[config.mk]
export PLATFORM = sky130hd
export DESIGN_NAME = oadr_div_stage
export DESIGN_NICKNAME = d
export VERILOG_FILES = /design/src/sv/orbital_alpha_derivative_ratio_assert.svh /design/src/sv/oadr_pkg.sv /design/src/sv/oadr_div_stage.sv
export SDC_FILE = /design/constraint.sdc
export NUM_CORES = 1
export LEC_CHECK = 0
export ABC_CLOCK_PERIOD_IN_PS = 35300
export BUFFER_PORTS_ARGS = -buffer_cell sky130_fd_sc_hd__buf_2
export CORE_AREA = 2 2 399 401
export CTS_CLUSTER_DIAMETER = 60
export DETAILED_ROUTE_END_ITERATION = 10
export DIE_AREA = 0 0 401 403
export SLEW_MARGIN = 5
export SYNTH_ARGS = -nofsm -noshare
export SYNTH_HDL_FRONTEND = slang
export SYNTH_SLANG_ARGS = --single-unit
[constraint.sdc]
create_clock -name clk -period 35.3 [get_ports clk]
set_clock_uncertainty 0.1 [all_clocks]
set_input_delay 3.53 -clock clk [delete_from_list [all_inputs] [get_ports clk]]
set_output_delay 3.53 -clock clk [all_outputs]
set_load 0.01 [all_outputs]
[src/sv/orbital_alpha_derivative_ratio_assert.svh]
`ifndef ORBITAL_ALPHA_DERIVATIVE_RATIO_ASSERT_SVH
`define ORBITAL_ALPHA_DERIVATIVE_RATIO_ASSERT_SVH
// Clocked checks that are switched off while reset is high.
`define OADR_CHECK(name, prop, msg) \
  name: assert property (@(posedge clk) disable iff (rst) prop) else $error(msg);
// Clocked checks that also hold while reset is high.
`define OADR_RESET_CHECK(name, prop, msg) \
  name: assert property (@(posedge clk) prop) else $error(msg);
`endif

[src/sv/oadr_pkg.sv]
package oadr_pkg;
  localparam int RADW = 24;
  localparam int NW = 192;
  localparam int LIMB = 32;
  localparam int LIMBS = NW / LIMB;
  localparam int STEPS = 8;
  localparam int QB = 41;
  localparam int RW = NW + QB + 2;
  localparam logic [39:0] POS_MAX = 40'h7F_FFFF_FFFF;
  localparam logic [39:0] NEG_MAG = 40'h80_0000_0000;
  localparam logic [4:0] LAST_INDEX = 5'd17;

  typedef logic [NW-1:0] poly_t;

  typedef struct packed {
    logic valid;
    logic bad;
    logic [2:0] grp;
    logic [RADW-1:0] r;
    poly_t ns;
    poly_t nacc;
    poly_t ds;
    poly_t dacc;
  } poly_stage_t;

  typedef struct packed {
    logic valid;
    logic bad;
    logic zden;
    logic sn;
    logic nzero;
    logic neg;
    logic [RW-1:0] rem;
    logic [RW-1:0] den;
    logic [QB:0] q;
  } div_t;

  function automatic logic [2:0] grp_of(input logic [4:0] idx);
    logic [2:0] g;
    unique case (idx)
      5'd0: g = 3'd0;
      5'd1: g = 3'd1;
      5'd2, 5'd3, 5'd4: g = 3'd2;
      5'd5: g = 3'd3;
      5'd6, 5'd7, 5'd8: g = 3'd4;
      5'd9, 5'd10, 5'd11, 5'd12, 5'd13: g = 3'd5;
      5'd14: g = 3'd6;
      default: g = 3'd7;
    endcase
    return g;
  endfunction

  function automatic logic [2:0] shell_of(input logic [2:0] g);
    logic [2:0] m;
    unique case (g)
      3'd0: m = 3'd1;
      3'd1, 3'd2: m = 3'd2;
      3'd3, 3'd4, 3'd5: m = 3'd3;
      default: m = 3'd4;
    endcase
    return m;
  endfunction

  function automatic logic signed [11:0] coef(input logic [2:0] g, input logic den,
                                               input logic [1:0] i);
    logic signed [11:0] c;
    c = 12'sd0;
    unique case ({g, den})
      {3'd1, 1'b0}: case (i) 2'd0: c = -12'sd4; 2'd1: c = 12'sd1; default: c = 12'sd0; endcase
      {3'd1, 1'b1}: case (i) 2'd0: c = -12'sd2; 2'd1: c = 12'sd1; default: c = 12'sd0; endcase
      {3'd3, 1'b0}: case (i)
          2'd0: c = 12'sd81; 2'd1: c = -12'sd30; 2'd2: c = 12'sd2; default: c = 12'sd0;
        endcase
      {3'd3, 1'b1}: case (i)
          2'd0: c = 12'sd27; 2'd1: c = -12'sd18; 2'd2: c = 12'sd2; default: c = 12'sd0;
        endcase
      {3'd4, 1'b0}: case (i) 2'd0: c = -12'sd9; 2'd1: c = 12'sd1; default: c = 12'sd0; endcase
      {3'd4, 1'b1}: case (i) 2'd0: c = -12'sd6; 2'd1: c = 12'sd1; default: c = 12'sd0; endcase
      {3'd6, 1'b0}: case (i)
          2'd0: c = -12'sd768; 2'd1: c = 12'sd336; 2'd2: c = -12'sd36; default: c = 12'sd1;
        endcase
      {3'd6, 1'b1}: case (i)
          2'd0: c = -12'sd192; 2'd1: c = 12'sd144; 2'd2: c = -12'sd24; default: c = 12'sd1;
        endcase
      {3'd7, 1'b0}: case (i)
          2'd0: c = 12'sd160; 2'd1: c = -12'sd28; 2'd2: c = 12'sd1; default: c = 12'sd0;
        endcase
      {3'd7, 1'b1}: case (i)
          2'd0: c = 12'sd80; 2'd1: c = -12'sd20; 2'd2: c = 12'sd1; default: c = 12'sd0;
        endcase
      default: c = (i == 2'd0) ? 12'sd1 : 12'sd0;
    endcase
    return c;
  endfunction
endpackage

[src/sv/oadr_div_stage.sv]
module oadr_div_stage import oadr_pkg::*; #(
  parameter int BIT = 0
) (
  input  logic clk,
  input  logic rst,
  input  logic en,
  input  div_t prev,
  output div_t cur
);
  logic [RW-1:0] trial;
  logic ge;
  div_t nxt;

  always_comb begin
    trial = prev.den << BIT;
    ge = prev.rem >= trial;
    nxt = prev;
    if (ge) begin
      nxt.rem = prev.rem - trial;
      nxt.q[BIT] = 1'b1;
    end
  end

  always_ff @(posedge clk) begin
    if (rst) begin
      cur.valid <= 1'b0;
    end else if (en) begin
      cur <= nxt;
    end
  end
endmodule

Word level (Yosys, flattened, before mapping)
Cells that the tools add are included.
{ "op_classes": {"mux": 1, "order_cmp": 1, "n_reduce_logical": 1, "n_addsub": 1, "n_bitwise": 1} }
{ "ops": {"columns": ["op", "count"], "rows": [
  ["$ge 235x235->1", 1],
  ["$mux 235", 1],
  ["$sub 235x235->235", 1],
  ["$reduce_and 2->1", 1],
  ["$not 1->1", 1]
]} }
{ "word_totals": {"register_bits": 518, "input_bits": 521, "out_inout_bits": 518, "elab_cells": 15} }

Longest topological paths before layout
Gate-level depths: netlist (run 1).
{ "logic_depth": {"ltp_word": 2, "depth_mapped": 20} }

Worst setup path after synthesis (run 1)
Ideal clock, no wire load.
{ "synth_path": {"path_kind": "input -> register", "startpoint": "in rst", "endpoint": "reg cur[0] (netlist bit), enable pin", "slack_ns": 7.375, "t_required_ns": 33.720, "cell_stages": 1, "n_path_buf": 0, "arrival_time_ns": 26.345, "path_cell_list": "nor2b_1"} }
{ "synth_via": {"elab_chain_cells": 2} }
{ "synth_rtl": {"columns": ["element", "line_no", "text"], "rows": [
  ["start: declaration", "oadr_div_stage.sv:5", "input logic rst,"],
  ["$not 1->1 (no source line)", null, null],
  ["$reduce_and 2->1 (no source line)", null, null],
  ["end signal: assignment", "oadr_div_stage.sv:28", "cur <= nxt;"],
  ["end: declaration", "oadr_div_stage.sv:8", "output div_t cur"]
]} }
Every way passes these cells.
A chain may end at the register's enable or synchronous reset.

==> results of run 1 <==
[cells in the final DEF, fill, tap and decap left out, types with 9 or more instances in the layout]
| cell type | count |
|---|---|
| sky130_fd_sc_hd__o21ai_0 | 448 |
| sky130_fd_sc_hd__nand4_1 | 149 |
| sky130_fd_sc_hd__a31oi_1 | 22 |
| sky130_fd_sc_hd__a21boi_0 | 29 |
| sky130_fd_sc_hd__or3_1 | 17 |
| sky130_fd_sc_hd__and3_1 | 17 |
| sky130_fd_sc_hd__inv_6 | 14 |
| sky130_fd_sc_hd__nand2b_1 | 17 |
| sky130_fd_sc_hd__a211oi_1 | 16 |
| sky130_fd_sc_hd__diode_2 | 44 |
| sky130_fd_sc_hd__inv_1 | 309 |
| sky130_fd_sc_hd__inv_8 | 10 |
| sky130_fd_sc_hd__o21ai_1 | 16 |
| sky130_fd_sc_hd__a21oi_1 | 401 |
| sky130_fd_sc_hd__buf_2 | 1038 |
| sky130_fd_sc_hd__clkbuf_16 | 81 |
| sky130_fd_sc_hd__ha_1 | 235 |
| sky130_fd_sc_hd__nor2_1 | 279 |
| sky130_fd_sc_hd__buf_4 | 20 |
| sky130_fd_sc_hd__nand3_1 | 43 |
| sky130_fd_sc_hd__clkinv_1 | 11 |
| sky130_fd_sc_hd__xnor2_1 | 137 |
| sky130_fd_sc_hd__o21a_1 | 39 |
| sky130_fd_sc_hd__and2_1 | 12 |
| sky130_fd_sc_hd__nand2_1 | 528 |
| sky130_fd_sc_hd__nor3_1 | 64 |
| sky130_fd_sc_hd__o31ai_1 | 16 |
| sky130_fd_sc_hd__o21bai_1 | 87 |
| sky130_fd_sc_hd__xor2_1 | 92 |
| sky130_fd_sc_hd__edfxtp_1 | 517 |
| sky130_fd_sc_hd__and4_1 | 9 |
| sky130_fd_sc_hd__mux2_2 | 10 |
| sky130_fd_sc_hd__clkbuf_1 | 12 |
| sky130_fd_sc_hd__nor4_1 | 21 |
| sky130_fd_sc_hd__o211ai_1 | 14 |
| sky130_fd_sc_hd__a21o_1 | 148 |
| sky130_fd_sc_hd__or2_2 | 19 |
[final timing paths]
check / start / end / slack (ps)
max reg2reg: cur[517] / cur[517] / 34620
min reg2reg: cur[517] / cur[517] / 400
min: cur[517] / cur[517] / 400
max: prev[48] / cur[340] / 26090
[metal layers]
layer	global-route usage	share of wire	vias to the layer above
li1	-	-	16631
met4	0.0894	0.040	36
met5	0	0.0013	-
met3	0.0630	0.083	361
met1	0.293	0.41	17428
met2	0.396	0.47	1639
[cells by family (layout without fill, tap and decap cells)]
group           after synthesis  in the layout  synth area share
compound gates             1335           1335             0.224
xor+xnor                    229            229            0.0555
fa+ha+maj                   236            236            0.0819
buf+inv                     508           1520            0.0546
flops                       518            518             0.430
mux                          12             12           0.00367
other cells                   0             44                 0
simple gates               1202           1202             0.150
[per-stage QoR]
| stage | hold slack, ps | setup WS (ps) | area (um^2) |
|---|---|---|---|
| after detailed placement | 380 | 25480 | 43400 |
| after global routing | 454 | 25710 | 46100 |
| after global placement | 374 | 25600 | 43400 |
| final | 404 | 26090 | 46200 |
| after CTS | 398 | 26270 | 46000 |
| after floorplan | 428 | 7370 | 36200 |
[worst min-delay path, cell delays in order, from the launching register on]
cell	delay [ps]
sky130_fd_sc_hd__dfxtp_1	330
sky130_fd_sc_hd__mux2i_1	70
sky130_fd_sc_hd__nor2_1	80
[synth_stat cells, drive strengths merged, types with 4 or more instances]
cell type,instances
edfxtp,517
o21ba,4
nor2b,9
nand2,529
xor2,92
a21oi,404
clkbuf,166
a211o,4
and2,12
nand2b,17
a21o,148
nor3,64
a21boi,31
and3,17
a41oi,6
and4,9
a211oi,17
or2,20
a311oi,5
a221o,4
a31o,7
nor4,23
o211ai,15
or4,4
o21ai,468
or3,17
ha,235
xnor2,137
o221ai,8
mux2,10
o41ai,8
buf,33
o31ai,20
nand4,150
nor2,279
o21a,40
nand3,43
a221oi,7
o31a,4
a31oi,26
inv,309
o21bai,87
[cell type report]
class,count,area share
antenna,44,0.00239
tap,2072,0.0562
sequential,518,0.337
clock buffer,93,0.0449
multi-input combinational,3014,0.405
inverter,309,0.0251
timing repair buffer,1060,0.117
clock inverter,58,0.0135
[power by group through the flow]
stage               registers, mW  logic [mW]  clock network, mW
global route                0.766       0.656              0.855
finish                      0.761       0.609              0.814
detailed placement          0.774       0.602                  0
global placement            0.773       0.601                  0
CTS                         0.762       0.605              0.834
floorplan                   0.820       0.310                  0
==> impl_results.md, run 1 <==
* Status: finished, final reports clean
* Number of flip-flops under the largest register name at 518
* Actual transition at the worst max-transition pin at 1100 ps
* Global-route wire length before repair at 272 mm
* GR Overflow Total at 0
* Post-DR wirelength/cell at 27.9 um
* Area fraction of the dominant cell type after synthesis at 0.429
* Worst hold path depth at 2
* Tmin final at 9210 ps
* Internal portion of total power at 1.42 mW
* FF/Latch Area at 15500 um^2
* Count of different cell masters after synthesis at 85
* Total wire length at 200 mm
* Total I/O pin count at 1039
* HPWL after detailed placement at 172 mm
* CTS tree: built
* Clock Tree Buf Depth at 3
* Maximum net fanout on the critical path at 158
* Vertical die dimension at 403 um
* Data arrival time of the critical path at 9490 ps
* Number of antenna violations at the first check in global routing at 106
* Core area at 157000 um^2
* Slowest cell on crit path: sky130_fd_sc_hd__buf_4
* Initial core utilization at 0.230
* Final-report max-slew violation count at 0
* Post-synth top area cell: sky130_fd_sc_hd__edfxtp_1
* Crit path top cell by count: sky130_fd_sc_hd__a31o_2
* Remaining number of nets flagged by the antenna check after routing at 0
* Cells along the critical path: buf_2, inv_1, ha_1, a21o_1, a31o_2, a31o_2, o211a_1, o211ai_1, nand2_1, a41oi_1, nand2_1, a31o_2, a21oi_1, o21a_4, buf_12, buf_4, o21ai_0
* Count of mapped cells out of synthesis at 4040
* Post-synthesis average cell area at 8.95 um^2
* Die outline width at 401 um
* Number of endpoints with negative hold slack in the final report at 0
* DRC violations left at 0
* Depth of the most critical reg-to-reg path at 2
* Normalized max-slew margin at 0.259
* H-tree lvl count at 3
* Max-capacitance violation count at 0
* Max Freq at 0.109 GHz
* Insertion delay of the later-clocked pin in the worst-skew pair at 690 ps
* Non-filler cells in the finished layout at 7168
* Worst min path class: flip-flop to flip-flop
* Logic gate share of total power at 0.279
* Number of synthesized flops with an enable pin at 517
* Die outline area at 162000 um^2
* Cts repair resizes at 0
* CTS root buf: sky130_fd_sc_hd__clkbuf_16
* Setup repair after global routing missed its margin: no
* Switching power at 0.767 mW
* Buffers inserted by post-CTS timing repair at 0
* Area added between synthesis and finish at 27.7%
* Area of the multi-input gates at 18700 um^2
* Element type at the critical path start: input pin
* Critical path type: input pin to flip-flop
* Number of warnings printed during yosys synthesis at 0
* DRT Pass-1 Iters at 6
* Largest cells by area after synthesis: sky130_fd_sc_hd__edfxtp_1 (43%), sky130_fd_sc_hd__ha_1 (8.1%), sky130_fd_sc_hd__o21ai_0 (6.2%)
* Leakage power at 19.4 nW
* Via count of the first global-routing pass at 35166
* Share of flip-flops with an asynchronous set or reset after synthesis at 0
* Detailed-route vias per instance at 5.04
* Synthesized netlist net count at 4797
* Fraction of power spent switching nets at 0.351
* Maximum number of pins on one net before global-route repair at 159
* Portion of the post-synthesis area used by sequential elements at 0.430
* Synth Cell Area at 36200 um^2
* Register clock-pin slew on the reported worst setup and hold paths at 60 ps
* Final net count at 5741
* CP endpoint kind: flip-flop
* Summed negative setup slack over all endpoints at 0 ps
* Count of port buffers added during placement at 1038
* Cell Rows at 146
* Combined buffer and inverter count along the critical path at 4
* Largest registers: cur (518)
* Most common flop cell mapped by yosys: sky130_fd_sc_hd__edfxtp_1
* Quantity of hold-fixing buffers added after cts at 0
* Peak ir drop on the vdd network at 0.0000304 V
* Fraction of power consumed by sequential logic at 0.349
* Setup violators final at 0
* Share of final-layout standard cells stronger than drive strength 1 at 0.250
* Gate family responsible for the most delay along the worst path: compound AO/OA/AOI/OAI gates
* Part of the cycle the worst path needs at 0.261
* Ratio of total power to cell area at 47.3 nW/um^2
* Num CTS Buffers at 81
* Clock Power Share at 0.373
* Utilization after layout at 0.293
* Total power draw at 2.18 mW
* First-iteration detailed-routing DRC count at 3325
* Levels on crit path at 17
* Synthesis-stage register bit count at 518
* Required time at the endpoint of the critical path at 35580 ps
* Largest reg by FF count: cur
* Num Clock Sinks at 518
* Last weighted congestion value of the routability-driven placer at 0.984
* Highest cell delay on the worst timing path at 810 ps
* GRT Overall Usage at 0.238
* Cells after DPL at 6973
* Via count at 36095
* Fill cell total of the finished layout at 16944
(Power assumes the default switching activity.)
==> inputs of run 2 (changes only) <==
--- a/config.mk
+++ b/config.mk
@@ -5,7 +5,7 @@
 export SDC_FILE = /design/constraint.sdc
 export NUM_CORES = 1
 export LEC_CHECK = 0
-export ABC_CLOCK_PERIOD_IN_PS = 35300
+export ABC_CLOCK_PERIOD_IN_PS = 9250
 export BUFFER_PORTS_ARGS = -buffer_cell sky130_fd_sc_hd__buf_2
 export CORE_AREA = 2 2 399 401
 export CTS_CLUSTER_DIAMETER = 60
==> constraint.sdc (replaced) <==
create_clock -name clk -period 9.25 [get_ports clk]
set_clock_uncertainty 0.1 [all_clocks]
set_input_delay 0.925 -clock clk [delete_from_list [all_inputs] [get_ports clk]]
set_output_delay 0.925 -clock clk [all_outputs]
set_load 0.01 [all_outputs]
==> run 2 against run 1 <==
Non-clock buffer count shrank 3. Critical path depth shrank 1. Global-route usage shrank 0.055 points. Cell count shrank 0.25%. Clock power grew to 3.9 times the previous value. Die area is the same. Design area grew 0.19%. Routed wire length shrank 0.22%.
==> impl_results.md, run 2 (synthesis results as in run 1) <==
* Peak ir drop on the vdd network at 0.000148 V (+390%)
* Last weighted congestion value of the routability-driven placer at 0.941 (-4.4%)
* Normalized max-slew margin at 0.205 (-0.0541)
* Number of endpoints with negative hold slack in the final report at 0 (unchanged)
* Cells after DPL at 6970 (-0.043%)
* Die outline area at 162000 um^2 (unchanged)
* Depth of the most critical reg-to-reg path at 2 (unchanged)
* Num CTS Buffers at 83 (+2.5%)
* Post-DR wirelength/cell at 27.9 um (about the same)
* HPWL after detailed placement at 171 mm (-0.64%)
* Status: finished, final reports clean
* Total wire length at 199 mm (-0.22%)
* Via count at 36016 (-0.22%)
* Vertical die dimension at 403 um (unchanged)
* Ratio of total power to cell area at 182 nW/um^2 (+280%)
* GRT Overall Usage at 0.237 (-0.000551)
* Actual transition at the worst max-transition pin at 1190 ps (+88.2 ps)
* Tmin final at 6480 ps
* Max Freq at 0.154 GHz
* Quantity of hold-fixing buffers added after cts at 0 (unchanged)
* Setup violators final at 0 (unchanged)
* Endpoint of the worst-slack reg-to-reg timing path: cur[517]
* Global-route wire length before repair at 272 mm (about the same)
* Required time at the endpoint of the critical path at 9550 ps (-26030 ps)
* Endpoint with the worst hold slack: cur[24]
* CTS tree: built
* Die outline width at 401 um (unchanged)
* Final-report max-slew violation count at 0 (unchanged)
* H-tree lvl count at 3 (unchanged)
* Largest registers: cur (518)
* Remaining number of nets flagged by the antenna check after routing at 0 (unchanged)
* Worst r2r src: cur[517]
* Setup slack of the most critical reg-to-reg path at 8500 ps (-26120 ps)
* Insertion delay of the later-clocked pin in the worst-skew pair at 700 ps (about the same)
* Number of antenna violations at the first check in global routing at 102 (-3.8%)
* Buffers inserted by post-CTS timing repair at 0 (unchanged)
* Maximum net fanout on the critical path at 5 (-97%)
* Initial core utilization at 0.230 (unchanged)
* Largest reg by FF count: cur
* First-iteration detailed-routing DRC count at 3345 (+0.60%)
* Maximum number of pins on one net before global-route repair at 197 (+24%)
* Cts repair resizes at 0 (unchanged)
* Leakage power at 19.5 nW (+0.21%)
* Commonest cells after routing, fill and taps aside: sky130_fd_sc_hd__buf_2 (1038), sky130_fd_sc_hd__nand2_1 (528), sky130_fd_sc_hd__edfxtp_1 (517), sky130_fd_sc_hd__o21ai_0 (448), sky130_fd_sc_hd__a21oi_1 (401)
* Cell Rows at 146 (unchanged)
* Area added between synthesis and finish at 27.9%
* Worst hold path depth at 1 (-1)
* Final net count at 5740 (-0.017%)
* Detailed-route vias per instance at 5.04 (about the same)
* Max-capacitance violation count at 0 (unchanged)
* Non-filler cells in the finished layout at 7150 (-0.25%)
* CTS root buf: sky130_fd_sc_hd__clkbuf_16
* Number of flip-flops under the largest register name at 518 (unchanged)
* Via count of the first global-routing pass at 34992 (-0.49%)
* Num Clock Sinks at 518 (unchanged)
* DRC violations left at 0 (unchanged)
* Total power draw at 8.41 mW (+290%)
* Part of the cycle the worst path needs at 0.700
* Total I/O pin count at 1039 (unchanged)
* Clock Tree Buf Depth at 3 (unchanged)
* Share of final-layout standard cells stronger than drive strength 1 at 0.251 (+0.000743)
* Worst min path class: input pin to flip-flop
* Data arrival time of the critical path at 6770 ps (-2720 ps)
* Summed negative setup slack over all endpoints at 0 ps (unchanged)
* Core area at 157000 um^2 (unchanged)
* Register clock-pin slew on the reported worst setup and hold paths at 60 ps (about the same)
* Most common cell after layout, fill and taps aside: sky130_fd_sc_hd__buf_2
* Critical path type: input pin to flip-flop
* GR Overflow Total at 0 (unchanged)
* Count of port buffers added during placement at 1038 (unchanged)
* Element type at the critical path start: input pin
* DRT Pass-1 Iters at 7 (+1)
* CP endpoint kind: flip-flop
* Setup repair after global routing missed its margin: no
* Hold wc startpoint: prev[24]
run 2: changes by cell type in the layout (fill, tap and decap cells not counted), moves of 4 or more:
cell / previous run / this run
sky130_fd_sc_hd__clkbuf_1: 12 / 5
sky130_fd_sc_hd__diode_2: 44 / 29
sky130_fd_sc_hd__inv_8: 10 / 14
sky130_fd_sc_hd__buf_4: 20 / 14
run 2: critical path, stage by stage:
cell and delay, ps:
sky130_fd_sc_hd__buf_2 140, sky130_fd_sc_hd__ha_1 390, sky130_fd_sc_hd__nand3_1 160, sky130_fd_sc_hd__o21bai_1 250, sky130_fd_sc_hd__a21oi_1 260, sky130_fd_sc_hd__o21ai_0 240, sky130_fd_sc_hd__a2111oi_2 970, sky130_fd_sc_hd__o211ai_1 330
sky130_fd_sc_hd__a2111oi_1 1130, sky130_fd_sc_hd__nor2_1 120, sky130_fd_sc_hd__buf_4 250, sky130_fd_sc_hd__o31ai_1 570, sky130_fd_sc_hd__a21oi_1 290, sky130_fd_sc_hd__o21ai_0 420, sky130_fd_sc_hd__xnor2_1 170, sky130_fd_sc_hd__o21ai_0 140
run 2: metrics by stage:
stage / utilization / setup slack (ps) / area (um^2) / hold slack [ps]
after floorplan: - / 73.5 / 36200 / 428
after global placement: 0.275 / 2260 / 43400 / 371
after detailed placement: 0.275 / 2300 / 43400 / 384
after CTS: 0.293 / 3030 / 46200 / 229
after global routing: 0.293 / 2880 / 46200 / 251
final: 0.294 / 2770 / 46300 / 292
run 2: power by group:
part           internal (mW)  switching, mW
Combinational          0.761           1.55
Sequential              2.84         0.0649
Clock                   1.85           1.35
Total                   5.45           2.96
run 2: final cells by class:
type,count,area [um^2]
inverter,309,1160
clock buffer,88,2100
clock inverter,63,714
multi-input combinational,3014,18700
tap,2072,2590
fill,17010,111000
sequential,518,15500
timing repair buffer,1057,5400
antenna,29,72.6
run 2: how the worst max path moves through the flow:
stage                    from  endpoint  slack, ps  depth (start not counted)
floorplan                  en    cur[0]         70                          1
global placement    prev[280]  cur[502]       2260                         17
detailed placement  prev[280]  cur[502]       2300                         17
CTS                 prev[280]  cur[502]       3030                         17
global route        prev[280]  cur[454]       2880                         16
finish              prev[280]  cur[454]       2770                         16
run 2: routing by layer:
metal | part of all wire | routed length (um) | GRT usage | up-vias
met5 | 0.0012 | 232 | 0 | -
li1 | - | - | - | 16620
met1 | 0.41 | 81300 | 0.294 | 17464
met4 | 0.028 | 5580 | 0.0605 | 36
met3 | 0.088 | 17500 | 0.0685 | 304
met2 | 0.48 | 94900 | 0.401 | 1592
